File: config.mk
export PLATFORM = sky130hd
export DESIGN_NAME = env_air_quality_wbgt_flat
export DESIGN_NICKNAME = d
export VERILOG_FILES = /design/src/sv/eaqw_pkg.sv /design/src/sv/eaqw_in_if.sv /design/src/sv/eaqw_out_if.sv /design/src/sv/env_air_quality_wbgt.sv /design/src/flat_wrapper.sv
export SDC_FILE = /design/constraint.sdc
export NUM_CORES = 2
export LEC_CHECK = 0
export BUFFER_PORTS_ARGS = -buffer_cell sky130_fd_sc_hd__buf_2
export CAP_MARGIN = 20
export CORE_MARGIN = 2
export CORE_UTILIZATION = 58
export CTS_BUF_LIST = sky130_fd_sc_hd__clkbuf_8
export DETAILED_ROUTE_END_ITERATION = 6
export GPL_TIMING_DRIVEN = 1
export PLACE_DENSITY = 0.81
export SLEW_MARGIN = 40
export SYNTH_ARGS = -nofsm -noshare
export SYNTH_HDL_FRONTEND = slang
export SYNTH_SLANG_ARGS = --single-unit
File: constraint.sdc
create_clock -name clk_i -period 13.5 [get_ports clk_i]
set_input_delay 0.675 -clock clk_i [delete_from_list [all_inputs] [get_ports clk_i]]
set_output_delay 0.675 -clock clk_i [all_outputs]
set_load 0.05 [all_outputs]
File: src/sv/eaqw_pkg.sv
// ----------------------------------------------------------------------------
// eaqw_pkg: shared types and constants
// Sequencer states, register indexes and the CORDIC angle table.
// ----------------------------------------------------------------------------
package eaqw_pkg;

  localparam int CORDIC_STEPS_DEF = 16;
  localparam int SQ_STEPS         = 20;

  localparam int CFG_IDX_W  = 2;
  localparam int CFG_DATA_W = 11;

  localparam logic [CFG_IDX_W-1:0] CFG_HUM_REF = 2'd0;
  localparam logic [CFG_IDX_W-1:0] CFG_GAS_W   = 2'd1;
  localparam logic [CFG_IDX_W-1:0] CFG_KEEP    = 2'd2;

  typedef enum logic [4:0] {
    ST_IDLE, ST_SQ_S, ST_MUL_S, ST_AT_A, ST_MUL_A, ST_AT_B, ST_AT_C, ST_SQ_H,
    ST_MUL_P, ST_MUL_Q, ST_MUL_HD, ST_AT_D, ST_MUL_D, ST_MUL_W1, ST_MUL_W2,
    ST_SAT, ST_MUL_BK, ST_MUL_BG, ST_BASE, ST_MUL_HUM, ST_DIV_HUM,
    ST_MUL_GAS, ST_DIV_GAS, ST_SUM, ST_FIN
  } state_e;

  // round(atan(2^-i) * 65536)
  function automatic logic signed [19:0] atan_tab(input logic [4:0] i);
    logic signed [19:0] v;
    case (i)
      5'd0:    v = 20'sd51472;
      5'd1:    v = 20'sd30385;
      5'd2:    v = 20'sd16055;
      5'd3:    v = 20'sd8150;
      5'd4:    v = 20'sd4091;
      5'd5:    v = 20'sd2047;
      5'd6:    v = 20'sd1024;
      5'd7:    v = 20'sd512;
      5'd8:    v = 20'sd256;
      5'd9:    v = 20'sd128;
      5'd10:   v = 20'sd64;
      5'd11:   v = 20'sd32;
      5'd12:   v = 20'sd16;
      5'd13:   v = 20'sd8;
      5'd14:   v = 20'sd4;
      5'd15:   v = 20'sd2;
      5'd16:   v = 20'sd1;
      default: v = 20'sd0;
    endcase
    return v;
  endfunction

endpackage

File: src/sv/eaqw_in_if.sv
// ----------------------------------------------------------------------------
// eaqw_in_if: measurement channel
// One sensor measurement per word, valid/ready handshake.
// ----------------------------------------------------------------------------
interface eaqw_in_if;
  logic               valid;
  logic               ready;
  logic               measurement_ok;
  logic signed [15:0] temperature;
  logic [14:0]        humidity;
  logic               gas_ok;
  logic [23:0]        gas_resistance;

  modport source (output valid, measurement_ok, temperature, humidity, gas_ok,
                  gas_resistance, input ready);
  modport sink   (input valid, measurement_ok, temperature, humidity, gas_ok,
                  gas_resistance, output ready);
endinterface

File: src/sv/eaqw_out_if.sv
// ----------------------------------------------------------------------------
// eaqw_out_if: result channel
// One WBGT and air quality result per word, valid/ready handshake.
// ----------------------------------------------------------------------------
interface eaqw_out_if;
  logic               valid;
  logic               ready;
  logic               reading_valid;
  logic signed [15:0] wbgt;
  logic               air_quality_ok;
  logic [14:0]        air_quality;

  modport source (output valid, reading_valid, wbgt, air_quality_ok, air_quality,
                  input ready);
  modport sink   (input valid, reading_valid, wbgt, air_quality_ok, air_quality,
                  output ready);
endinterface

File: src/sv/env_air_quality_wbgt.sv
// ----------------------------------------------------------------------------
// env_air_quality_wbgt: indoor WBGT and air quality score
// Sequenced fixed-point datapath with one multiplier, a CORDIC stage,
// a bit-serial square root and a radix-2 divider.
// ----------------------------------------------------------------------------
// Each accepted word is one sensor measurement; each gives exactly one result
// word. A good measurement runs through one sequencer: two 20-step square
// roots, four CORDIC arctangents of CORDIC_STEPS steps each, two 16-step
// divisions when the gas reading is valid, and a chain of multiplies on one
// 33x24 multiplier. A failed measurement returns all-zero fields through the
// final state and the output register, and leaves the gas baseline untouched.
// The input is ready only in idle, but the result sits in an output register,
// so the next word is taken while the previous result still waits. Write the
// configuration only while idle.
// ----------------------------------------------------------------------------
module env_air_quality_wbgt #(
  parameter int CORDIC_STEPS = eaqw_pkg::CORDIC_STEPS_DEF
) (
  input  logic                             clk_i,
  input  logic                             rst_ni,
  input  logic                             cfg_we_i,
  input  logic [eaqw_pkg::CFG_IDX_W-1:0]   cfg_idx_i,
  input  logic [eaqw_pkg::CFG_DATA_W-1:0]  cfg_data_i,
  eaqw_in_if.sink                          in_i,
  eaqw_out_if.source                       out_o
);

  localparam int SQ_N  = eaqw_pkg::SQ_STEPS;
  localparam int CNT_W = $clog2((CORDIC_STEPS > SQ_N) ? CORDIC_STEPS : SQ_N);

  eaqw_pkg::state_e state_q, state_d;
  logic [CNT_W-1:0] cnt_q, cnt_d;

  // configuration
  logic [6:0]  hum_ref_q, gas_w_q;
  logic [10:0] keep_q;

  // captured measurement
  logic               ok_q, gv_q;
  logic signed [15:0] t_q;
  logic [14:0]        h_q;
  logic [23:0]        gr_q;

  // state kept across words
  logic [31:0] base_q;
  logic        seen_q;

  // datapath registers
  logic signed [56:0] prod_q, wacc_q;
  logic signed [27:0] x_q, y_q, tw_q;
  logic signed [19:0] z_q;
  logic [21:0]        srem_q;
  logic [19:0]        root_q;
  logic [31:0]        drem_q;
  logic [15:0]        quo_q, hum_q;
  logic signed [23:0] q_q;
  logic signed [15:0] wbgt_q;
  logic [14:0]        aq_q;

  // output register
  logic               ov_q, orv_q, oaqv_q;
  logic signed [15:0] owbgt_q;
  logic [14:0]        oaq_q;

  // clamped configuration
  logic [6:0]  r_c, w_c, hw;
  logic [10:0] k_c;
  always_comb begin
    r_c = (hum_ref_q == 7'd0) ? 7'd1 : ((hum_ref_q > 7'd99) ? 7'd99 : hum_ref_q);
    w_c = (gas_w_q > 7'd100) ? 7'd100 : gas_w_q;
    k_c = (keep_q > 11'd1024) ? 11'd1024 : keep_q;
    hw  = 7'd100 - w_c;
  end

  // Q16 views of the inputs
  logic signed [23:0] t16;
  logic [22:0]        h16;
  logic [31:0]        g32;
  assign t16 = {t_q, 8'h00};
  assign h16 = {h_q, 8'h00};
  assign g32 = {gr_q, 8'h00};

  logic hum_lo, hum_top, gas_div;
  assign hum_lo  = (h_q <= {r_c, 8'h00});
  assign hum_top = (h_q >= 15'd25600);
  assign gas_div = (base_q != 32'd0) && (g32 < base_q);

  // ---------------- shared multiplier ----------------
  logic               mul_en;
  logic signed [32:0] ma;
  logic signed [23:0] mb;
  logic signed [56:0] prod_d;
  logic signed [27:0] tw_fin;
  logic [14:0]        hum_n;

  assign tw_fin = tw_q + 28'(prod_q >>> 16) - 28'sd307104;
  assign hum_n  = hum_lo ? h_q : 15'(15'd25600 - h_q);

  always_comb begin
    mul_en = 1'b1;
    ma     = '0;
    mb     = '0;
    case (state_q)
      eaqw_pkg::ST_MUL_S:   begin ma = $signed({13'b0, root_q}); mb = 24'sd2549751; end
      eaqw_pkg::ST_MUL_A:   begin ma = 33'(t16); mb = 24'(z_q); end
      eaqw_pkg::ST_MUL_P:   begin ma = $signed({10'b0, h16}); mb = $signed({4'b0, root_q}); end
      eaqw_pkg::ST_MUL_Q:   begin ma = 33'(prod_q >>> 16); mb = 24'sd65740; end
      eaqw_pkg::ST_MUL_HD:  begin ma = $signed({10'b0, h16}); mb = 24'sd387570; end
      eaqw_pkg::ST_MUL_D:   begin ma = 33'(q_q); mb = 24'(z_q); end
      eaqw_pkg::ST_MUL_W1:  begin ma = 33'(tw_fin); mb = 24'sd45875; end
      eaqw_pkg::ST_MUL_W2:  begin ma = 33'(t16); mb = 24'sd19661; end
      eaqw_pkg::ST_MUL_BK:  begin ma = $signed({1'b0, base_q}); mb = $signed({13'b0, k_c}); end
      eaqw_pkg::ST_MUL_BG:  begin
        ma = $signed({1'b0, g32});
        mb = $signed({13'b0, 11'(11'd1024 - k_c)});
      end
      eaqw_pkg::ST_MUL_HUM: begin ma = $signed({18'b0, hum_n}); mb = $signed({17'b0, hw}); end
      eaqw_pkg::ST_MUL_GAS: begin ma = $signed({1'b0, g32}); mb = $signed({9'b0, w_c, 8'h00}); end
      default:              mul_en = 1'b0;
    endcase
  end
  assign prod_d = ma * mb;

  // ---------------- CORDIC step ----------------
  logic               at_first;
  logic signed [27:0] y_init, x_in, y_in, xs, ys, x_n, y_n;
  logic signed [19:0] z_in, z_n, ang;

  assign at_first = (cnt_q == '0);
  assign ang      = eaqw_pkg::atan_tab(5'(cnt_q));

  always_comb begin
    case (state_q)
      eaqw_pkg::ST_AT_B: y_init = 28'(t16) + $signed({5'b0, h16});
      eaqw_pkg::ST_AT_C: y_init = $signed({5'b0, h16}) - 28'sd109861;
      default:           y_init = 28'(prod_q >>> 24);
    endcase
    x_in = at_first ? 28'sd65536 : x_q;
    y_in = at_first ? y_init : y_q;
    z_in = at_first ? 20'sd0 : z_q;
    xs   = x_in >>> cnt_q;
    ys   = y_in >>> cnt_q;
    if (y_in < 0) begin
      x_n = x_in - ys;
      y_n = y_in + xs;
      z_n = z_in - ang;
    end else begin
      x_n = x_in + ys;
      y_n = y_in - xs;
      z_n = z_in + ang;
    end
  end

  // ---------------- square root step ----------------
  logic [39:0]      sq_v;
  logic [CNT_W-1:0] sq_idx;
  logic [1:0]       sq_pair;
  logic [21:0]      srem_in, srem_n;
  logic [19:0]      root_in, root_n;
  logic [23:0]      srem2, strial;

  always_comb begin
    if (state_q == eaqw_pkg::ST_SQ_S) begin
      sq_v = {24'(h16 + 23'd0) + 24'd544844, 16'h0000};
    end else begin
      sq_v = {1'b0, h16, 16'h0000};
    end
    sq_idx  = CNT_W'(SQ_N - 1) - cnt_q;
    sq_pair = 2'(sq_v >> {sq_idx, 1'b0});
    srem_in = at_first ? 22'd0 : srem_q;
    root_in = at_first ? 20'd0 : root_q;
    srem2   = {srem_in, sq_pair};
    strial  = {2'b00, root_in, 2'b01};
    if (srem2 >= strial) begin
      srem_n = 22'(srem2 - strial);
      root_n = {root_in[18:0], 1'b1};
    end else begin
      srem_n = srem2[21:0];
      root_n = {root_in[18:0], 1'b0};
    end
  end

  // ---------------- divider step ----------------
  logic [47:0] dv_n;
  logic [31:0] dv_d, drem_in, drem_n;
  logic [15:0] dv_lo;
  logic [32:0] drem2;
  logic        dge;

  always_comb begin
    dv_n    = prod_q[47:0];
    dv_lo   = dv_n[15:0];
    dv_d    = (state_q == eaqw_pkg::ST_DIV_GAS) ? base_q :
              (hum_lo ? {25'b0, r_c} : {25'b0, 7'(7'd100 - r_c)});
    drem_in = at_first ? dv_n[47:16] : drem_q;
    drem2   = {drem_in, dv_lo[4'(4'd15 - cnt_q[3:0])]};
    dge     = (drem2 >= {1'b0, dv_d});
    drem_n  = dge ? 32'(drem2 - {1'b0, dv_d}) : drem2[31:0];
  end

  // ---------------- saturation, baseline and score ----------------
  logic signed [57:0] wsum, wsh;
  logic signed [15:0] wbgt_n;
  logic [43:0]        bsum;
  logic [15:0]        hum_v, gas_v;
  logic [16:0]        sum_v;

  always_comb begin
    wsum = 58'(wacc_q) + 58'(prod_q) + 58'sd8388608;
    wsh  = wsum >>> 24;
    if (wsh > 58'sd32767) wbgt_n = 16'sh7fff;
    else if (wsh < -58'sd32768) wbgt_n = -16'sd32768;
    else wbgt_n = 16'(wsh);
    bsum  = 44'(wacc_q) + 44'(prod_q) + 44'd512;
    hum_v = (hum_top && !hum_lo) ? 16'd0 : hum_q;
    gas_v = gas_div ? quo_q : {1'b0, w_c, 8'h00};
    sum_v = {1'b0, hum_v} + {1'b0, gas_v};
  end

  // ---------------- sequencer ----------------
  logic last_at, last_sq, last_dv, out_load;
  assign last_at  = (cnt_q == CNT_W'(CORDIC_STEPS - 1));
  assign last_sq  = (cnt_q == CNT_W'(SQ_N - 1));
  assign last_dv  = (cnt_q == CNT_W'(15));
  assign out_load = (state_q == eaqw_pkg::ST_FIN) && (!ov_q || out_o.ready);

  always_comb begin
    state_d = state_q;
    cnt_d   = '0;
    unique case (state_q)
      eaqw_pkg::ST_IDLE: begin
        if (in_i.valid) begin
          state_d = in_i.measurement_ok ? eaqw_pkg::ST_SQ_S : eaqw_pkg::ST_FIN;
        end
      end
      eaqw_pkg::ST_SQ_S: begin
        if (last_sq) state_d = eaqw_pkg::ST_MUL_S;
        else cnt_d = cnt_q + 1'b1;
      end
      eaqw_pkg::ST_MUL_S:  state_d = eaqw_pkg::ST_AT_A;
      eaqw_pkg::ST_AT_A: begin
        if (last_at) state_d = eaqw_pkg::ST_MUL_A;
        else cnt_d = cnt_q + 1'b1;
      end
      eaqw_pkg::ST_MUL_A:  state_d = eaqw_pkg::ST_AT_B;
      eaqw_pkg::ST_AT_B: begin
        if (last_at) state_d = eaqw_pkg::ST_AT_C;
        else cnt_d = cnt_q + 1'b1;
      end
      eaqw_pkg::ST_AT_C: begin
        if (last_at) state_d = eaqw_pkg::ST_SQ_H;
        else cnt_d = cnt_q + 1'b1;
      end
      eaqw_pkg::ST_SQ_H: begin
        if (last_sq) state_d = eaqw_pkg::ST_MUL_P;
        else cnt_d = cnt_q + 1'b1;
      end
      eaqw_pkg::ST_MUL_P:  state_d = eaqw_pkg::ST_MUL_Q;
      eaqw_pkg::ST_MUL_Q:  state_d = eaqw_pkg::ST_MUL_HD;
      eaqw_pkg::ST_MUL_HD: state_d = eaqw_pkg::ST_AT_D;
      eaqw_pkg::ST_AT_D: begin
        if (last_at) state_d = eaqw_pkg::ST_MUL_D;
        else cnt_d = cnt_q + 1'b1;
      end
      eaqw_pkg::ST_MUL_D:  state_d = eaqw_pkg::ST_MUL_W1;
      eaqw_pkg::ST_MUL_W1: state_d = eaqw_pkg::ST_MUL_W2;
      eaqw_pkg::ST_MUL_W2: state_d = eaqw_pkg::ST_SAT;
      eaqw_pkg::ST_SAT:    state_d = gv_q ? eaqw_pkg::ST_MUL_BK : eaqw_pkg::ST_FIN;
      eaqw_pkg::ST_MUL_BK: state_d = eaqw_pkg::ST_MUL_BG;
      eaqw_pkg::ST_MUL_BG: state_d = eaqw_pkg::ST_BASE;
      eaqw_pkg::ST_BASE:   state_d = eaqw_pkg::ST_MUL_HUM;
      eaqw_pkg::ST_MUL_HUM: state_d = eaqw_pkg::ST_DIV_HUM;
      eaqw_pkg::ST_DIV_HUM: begin
        if (last_dv) state_d = eaqw_pkg::ST_MUL_GAS;
        else cnt_d = cnt_q + 1'b1;
      end
      eaqw_pkg::ST_MUL_GAS: state_d = eaqw_pkg::ST_DIV_GAS;
      eaqw_pkg::ST_DIV_GAS: begin
        if (last_dv) state_d = eaqw_pkg::ST_SUM;
        else cnt_d = cnt_q + 1'b1;
      end
      eaqw_pkg::ST_SUM:    state_d = eaqw_pkg::ST_FIN;
      eaqw_pkg::ST_FIN: begin
        if (out_load) state_d = eaqw_pkg::ST_IDLE;
      end
      default:             state_d = eaqw_pkg::ST_IDLE;
    endcase
  end

  always_ff @(posedge clk_i or negedge rst_ni) begin
    if (!rst_ni) begin
      state_q <= eaqw_pkg::ST_IDLE;
      cnt_q   <= '0;
    end else begin
      state_q <= state_d;
      cnt_q   <= cnt_d;
    end
  end

  assign in_i.ready = (state_q == eaqw_pkg::ST_IDLE);

  // configuration writes
  always_ff @(posedge clk_i or negedge rst_ni) begin
    if (!rst_ni) begin
      hum_ref_q <= 7'd40;
      gas_w_q   <= 7'd75;
      keep_q    <= 11'd1004;
    end else if (cfg_we_i) begin
      case (cfg_idx_i)
        eaqw_pkg::CFG_HUM_REF: hum_ref_q <= cfg_data_i[6:0];
        eaqw_pkg::CFG_GAS_W:   gas_w_q   <= cfg_data_i[6:0];
        eaqw_pkg::CFG_KEEP:    keep_q    <= cfg_data_i;
        default:               ;
      endcase
    end
  end

  // baseline state
  always_ff @(posedge clk_i or negedge rst_ni) begin
    if (!rst_ni) begin
      base_q <= '0;
      seen_q <= 1'b0;
    end else if (state_q == eaqw_pkg::ST_BASE) begin
      // replace on first or higher reading, else decay toward the reading
      base_q <= (!seen_q || g32 > base_q) ? g32 : bsum[41:10];
      seen_q <= 1'b1;
    end
  end

  // datapath payload
  always_ff @(posedge clk_i) begin
    if (in_i.valid && in_i.ready) begin
      ok_q <= in_i.measurement_ok;
      t_q  <= in_i.temperature;
      h_q  <= in_i.humidity;
      gv_q <= in_i.gas_ok;
      gr_q <= in_i.gas_resistance;
    end
    if (mul_en) prod_q <= prod_d;
    unique case (state_q)
      eaqw_pkg::ST_SQ_S, eaqw_pkg::ST_SQ_H: begin
        srem_q <= srem_n;
        root_q <= root_n;
        if (state_q == eaqw_pkg::ST_SQ_H && at_first) tw_q <= tw_q - 28'(z_q);
      end
      eaqw_pkg::ST_AT_A, eaqw_pkg::ST_AT_B, eaqw_pkg::ST_AT_C, eaqw_pkg::ST_AT_D: begin
        x_q <= x_n;
        y_q <= y_n;
        z_q <= z_n;
        // fold the A term, then B, then subtract C as the next unit starts
        if (state_q == eaqw_pkg::ST_AT_B && at_first) tw_q <= 28'(prod_q >>> 16);
        if (state_q == eaqw_pkg::ST_AT_C && at_first) tw_q <= tw_q + 28'(z_q);
      end
      eaqw_pkg::ST_MUL_HD:  q_q <= 24'(prod_q >>> 24);
      eaqw_pkg::ST_MUL_W2, eaqw_pkg::ST_MUL_BG: wacc_q <= prod_q;
      eaqw_pkg::ST_SAT:     wbgt_q <= wbgt_n;
      eaqw_pkg::ST_DIV_HUM, eaqw_pkg::ST_DIV_GAS: begin
        drem_q <= drem_n;
        quo_q  <= {quo_q[14:0], dge};
      end
      eaqw_pkg::ST_MUL_GAS: hum_q <= quo_q;
      eaqw_pkg::ST_SUM:     aq_q <= (sum_v > 17'd25600) ? 15'd25600 : sum_v[14:0];
      default:              ;
    endcase
  end

  // output register: hold the result until taken
  always_ff @(posedge clk_i or negedge rst_ni) begin
    if (!rst_ni) begin
      ov_q <= 1'b0;
    end else if (out_load) begin
      ov_q <= 1'b1;
    end else if (out_o.ready) begin
      ov_q <= 1'b0;
    end
  end

  always_ff @(posedge clk_i) begin
    if (out_load) begin
      orv_q   <= ok_q;
      owbgt_q <= ok_q ? wbgt_q : 16'sd0;
      oaqv_q  <= ok_q && gv_q;
      oaq_q   <= (ok_q && gv_q) ? aq_q : 15'd0;
    end
  end

  assign out_o.valid          = ov_q;
  assign out_o.reading_valid  = orv_q;
  assign out_o.wbgt           = owbgt_q;
  assign out_o.air_quality_ok = oaqv_q;
  assign out_o.air_quality    = oaq_q;

endmodule

File: src/flat_wrapper.sv
// flat-port wrapper written by rule: the top's interface ports become plain ports
module env_air_quality_wbgt_flat 
#(
  parameter int CORDIC_STEPS = eaqw_pkg::CORDIC_STEPS_DEF
)
  (clk_i, rst_ni, cfg_we_i, cfg_idx_i, cfg_data_i, in_i_valid, in_i_measurement_ok, in_i_temperature, in_i_humidity, in_i_gas_ok, in_i_gas_resistance, in_i_ready, out_o_valid, out_o_reading_valid, out_o_wbgt, out_o_air_quality_ok, out_o_air_quality, out_o_ready);
  eaqw_in_if in_i_i ();
  eaqw_out_if out_o_i ();
  input  logic clk_i;
  input  logic rst_ni;
  input  logic cfg_we_i;
  input  logic [eaqw_pkg::CFG_IDX_W-1:0] cfg_idx_i;
  input  logic [eaqw_pkg::CFG_DATA_W-1:0] cfg_data_i;
  input wire logic [$bits(in_i_i.valid)-1:0] in_i_valid;
  input wire logic [$bits(in_i_i.measurement_ok)-1:0] in_i_measurement_ok;
  input wire logic [$bits(in_i_i.temperature)-1:0] in_i_temperature;
  input wire logic [$bits(in_i_i.humidity)-1:0] in_i_humidity;
  input wire logic [$bits(in_i_i.gas_ok)-1:0] in_i_gas_ok;
  input wire logic [$bits(in_i_i.gas_resistance)-1:0] in_i_gas_resistance;
  output wire logic [$bits(in_i_i.ready)-1:0] in_i_ready;
  output wire logic [$bits(out_o_i.valid)-1:0] out_o_valid;
  output wire logic [$bits(out_o_i.reading_valid)-1:0] out_o_reading_valid;
  output wire logic [$bits(out_o_i.wbgt)-1:0] out_o_wbgt;
  output wire logic [$bits(out_o_i.air_quality_ok)-1:0] out_o_air_quality_ok;
  output wire logic [$bits(out_o_i.air_quality)-1:0] out_o_air_quality;
  input wire logic [$bits(out_o_i.ready)-1:0] out_o_ready;
  assign in_i_i.valid = in_i_valid;
  assign in_i_i.measurement_ok = in_i_measurement_ok;
  assign in_i_i.temperature = in_i_temperature;
  assign in_i_i.humidity = in_i_humidity;
  assign in_i_i.gas_ok = in_i_gas_ok;
  assign in_i_i.gas_resistance = in_i_gas_resistance;
  assign in_i_ready = in_i_i.ready;
  assign out_o_valid = out_o_i.valid;
  assign out_o_reading_valid = out_o_i.reading_valid;
  assign out_o_wbgt = out_o_i.wbgt;
  assign out_o_air_quality_ok = out_o_i.air_quality_ok;
  assign out_o_air_quality = out_o_i.air_quality;
  assign out_o_i.ready = out_o_ready;
  env_air_quality_wbgt #(.CORDIC_STEPS(CORDIC_STEPS)) u_core (.clk_i(clk_i), .rst_ni(rst_ni), .cfg_we_i(cfg_we_i), .cfg_idx_i(cfg_idx_i), .cfg_data_i(cfg_data_i), .in_i(in_i_i), .out_o(out_o_i));
endmodule
==> metrics <==
Rel. slew slack between 30% and 40%; CTS max path bufs 3; Setup TNS 0 ns; reg2reg path depth 44; M1 GR Usage 52.11%; H-tree lvl count 3; Post-synth EDFFs 469; hold endpoint u_core.gr_q[2]; cell with the most instances after synthesis inv_1; initial antenna violation count 4; share of the synthesized area in the top cell type 22.45%; CTS tree done; final antenna-violating net count 0; Synth Instances 8078; core area 0.1240 mm²; nets@finish 9559; R2R Path Start u_core.prod_q[17]; mapped cell area 0.07258 mm²; met3 Use GR 9.354%; Worst R2R Setup Slack around 1.0 ns; Worst Hold Class in2reg; GR peak layer met2; most common flop cell mapped by yosys edfxtp_1; Seq/Total Area, Yosys 21.80%; Starting Density 58.55%; Crit. End Element flip-flop; Mean Syn Cell Area 8.985 µm²; Clock transition at path regs ~0.07 ns; synth-to-layout area growth 6.525%; DR vias/cell 6.392; sequential cell area 0.01584 mm²; simple-gate share of the synthesized area between 10% and 20%; cts bufs inserted 96; #FFs+latches synth roughly 540; worst path required time 14.02 ns; clk_skew 0.05878 ns; vias in the first global route 62140; Sink Count 538; fraction of layout cells with a size suffix above 1 about 7.9%; failing checks DRC; I/O pin total 110; yosys warns 0; Hold Path Depth 1; xor/xnor share of the synthesized area between 4 and 5%; Yosys top cell by area fa_1; GRT Total Usage just under 40%; Crit path arrival time 12.98 ns; CP max stage cell mux2i_1; Residual DRC 16; GPL Wtd Cong 1.043; CP max FO 9; Slew @ Worst Pin around 0.9 ns; clk root buf clkbuf_8; area occupied by multi-input gates between 0.05 and 0.06 mm²; largest family of logic cells by synthesized area adder cells; max frequency 0.08025 GHz; worst stage delay on the critical path 0.74 ns; Final min period between 10 and 15 ns; Post-Synth Adder-Cell Area around a third; fin crit share between 90% and 100%; via count 62630; post-synthesis async set-or-reset flop share 12.83%; RSZ-0062 raised after global routing false; first-pass GRT wire length 373200 µm; Wirelength per Cell 25.11 µm; met2 Use GR a little under three fifths; initial drt markers 8071; grt ovf 0; kind of critical path reg2reg; # port buffers 109; Post-synth top cells inv_1 (1181), nand2_1 (1069), fa_1 (814); final hold violation count 0; Synth area leaders fa_1 (22%), edfxtp_1 (19%), ha_1 (10%); drt total wl approximately 250000 µm; Die Footprint 0.1280 mm²; Top cell by count, worst path fa_1; Post-Syn Nets about 9600; status finished, violations left; Core Rows 129; Die Ht 357.8 µm; post-synthesis mux area share 2.589%; Startpoint Class flip-flop; RR Endpoint u_core.prod_q[55]; worst skew pair latency about 0.82 ns; dpl hpwl 192000 µm; DIE WIDTH 357.8 µm; largest net degree at the start of global routing 133; HP Start in_i_gas_resistance[2]; Max Cap Violations 0; complex-gate fraction of the synthesized area about 15%; # Post-CTS Setup Buffers 0; Slew Limit Fails 0; final setup vio count 0; Detailed Routing Iterations Pass 1 7; Yosys cell types ~110; fillers approximately 10000
-- cells in the final DEF, fill, tap and decap left out, drive strengths merged, types with 60 or more instances in the layout --
| cell type | count |
|---|---|
| nand2b | 60 |
| inv | 1217 |
| nor2b | 61 |
| edfxtp | 469 |
| buf | 262 |
| nand3 | 120 |
| mux2i | 67 |
| fa | 814 |
| xor2 | 117 |
| xnor2 | 241 |
| clkbuf | 103 |
| nor2 | 503 |
| a31oi | 61 |
| mux2 | 61 |
| and2 | 246 |
| o21ai | 372 |
| nand2 | 1070 |
| a21oi | 397 |
| nor3 | 122 |
| a21o | 119 |
| ha | 593 |
-- how the worst max path moves through the flow --
| stage | start | end | slack (ns) | cells past startpoint |
|---|---|---|---|---|
| 3_3_place_gp | u_core.tw_q[1] | u_core.prod_q[55] | 1.38 | 44 |
| 6_report | u_core.prod_q[17] | u_core.prod_q[55] | 1.04 | 44 |
| 2_1_floorplan | u_core.prod_q[17] | u_core.prod_q[56] | 2.52 | 44 |
| 4_1_cts | u_core.prod_q[17] | u_core.prod_q[55] | 1.17 | 44 |
| 3_5_place_dp | u_core.prod_q[17] | u_core.prod_q[55] | 1.24 | 44 |
| 5_1_grt | u_core.prod_q[17] | u_core.prod_q[55] | 0.15 | 44 |
-- worst max-delay path, delay by kind of cell (launching register included) --
kind / cells / cell delay, ns
XOR/XNOR: 1 / 0.10
multiplexers: 1 / 0.74
buffers and inverters: 8 / 0.80
AND/OR/NAND/NOR: 2 / 0.78
AO/OA/AOI/OAI: 21 / 4.65
adder cells (fa/ha/maj): 11 / 4.62
flip-flops: 1 / 0.47
-- final cells by class --
class / instances / area share [%]
diodes: 6 / 0.01942
clock buffers: 103 / 1.833
clock inverters: 74 / 0.6813
inverters: 1185 / 5.756
multi-input cells: 5993 / 66.25
flip-flops and latches: 538 / 20.48
well taps: 1637 / 2.649
repair buffers: 263 / 2.327
-- stage by stage --
stage	area, µm²	setup WS [ns]	utilization, %	hold slack (ns)	cells
finish	77320	1.039	62.37	0.05949	9799
global route	77310	0.1452	62.36	0.02117	9794
CTS	77260	1.169	62.33	0.008450	9791
detailed placement	75310	1.244	60.75	0.4337	9613
global placement	75050	1.379	60.55	0.4243	9605
floorplan	72580	2.520	-	0.3794	8078
-- cells by family after synthesis --
group                      after synthesis
adders and majority gates             1407
AOI/OAI and AO/OA                     1624
DFF                                    538
muxes                                  151
buffers and inverters                 1547
and+or+nand+nor                       2452
xor gates and xnor gates               359
-- registers in the layout, indices dropped and copies added (netlist names), 11 cells and up --
| signal | count |
|---|---|
| u_core.out_o.air_quality | 15 |
| u_core.base_q | 32 |
| u_core.tw_q | 28 |
| u_core.h_q | 15 |
| u_core.keep_q | 11 |
| u_core.srem_q | 22 |
| u_core.z_q | 20 |
| u_core.drem_q | 32 |
| u_core.x_q | 28 |
| u_core.out_o.wbgt | 16 |
| u_core.gr_q | 24 |
| u_core.wacc_q | 57 |
| u_core.hum_q | 16 |
| u_core.prod_q | 57 |
| u_core.quo_q | 16 |
| u_core.aq_q | 15 |
| u_core.root_q | 20 |
| u_core.t_q | 16 |
| u_core.y_q | 28 |
| u_core.q_q | 24 |
| u_core.wbgt_q | 16 |
-- metal layers --
| layer | share of wire [%] | vias up |
|---|---|---|
| li1 | - | 27290 |
| met1 | 38 | 30600 |
| met2 | 42 | 3854 |
| met3 | 12 | 883 |
| met4 | 7.0 | 6 |
| met5 | 0.025 | - |
-- timing repair --
action                                 CTS  global route
hold buffers                             1             0
gates resized for setup                  0             0
endpoints found under the hold margin   56             0
Power is left out: the tool's default activity adds up to more than one toggle a clock period on the data nets, which glitch-free logic cannot reach.
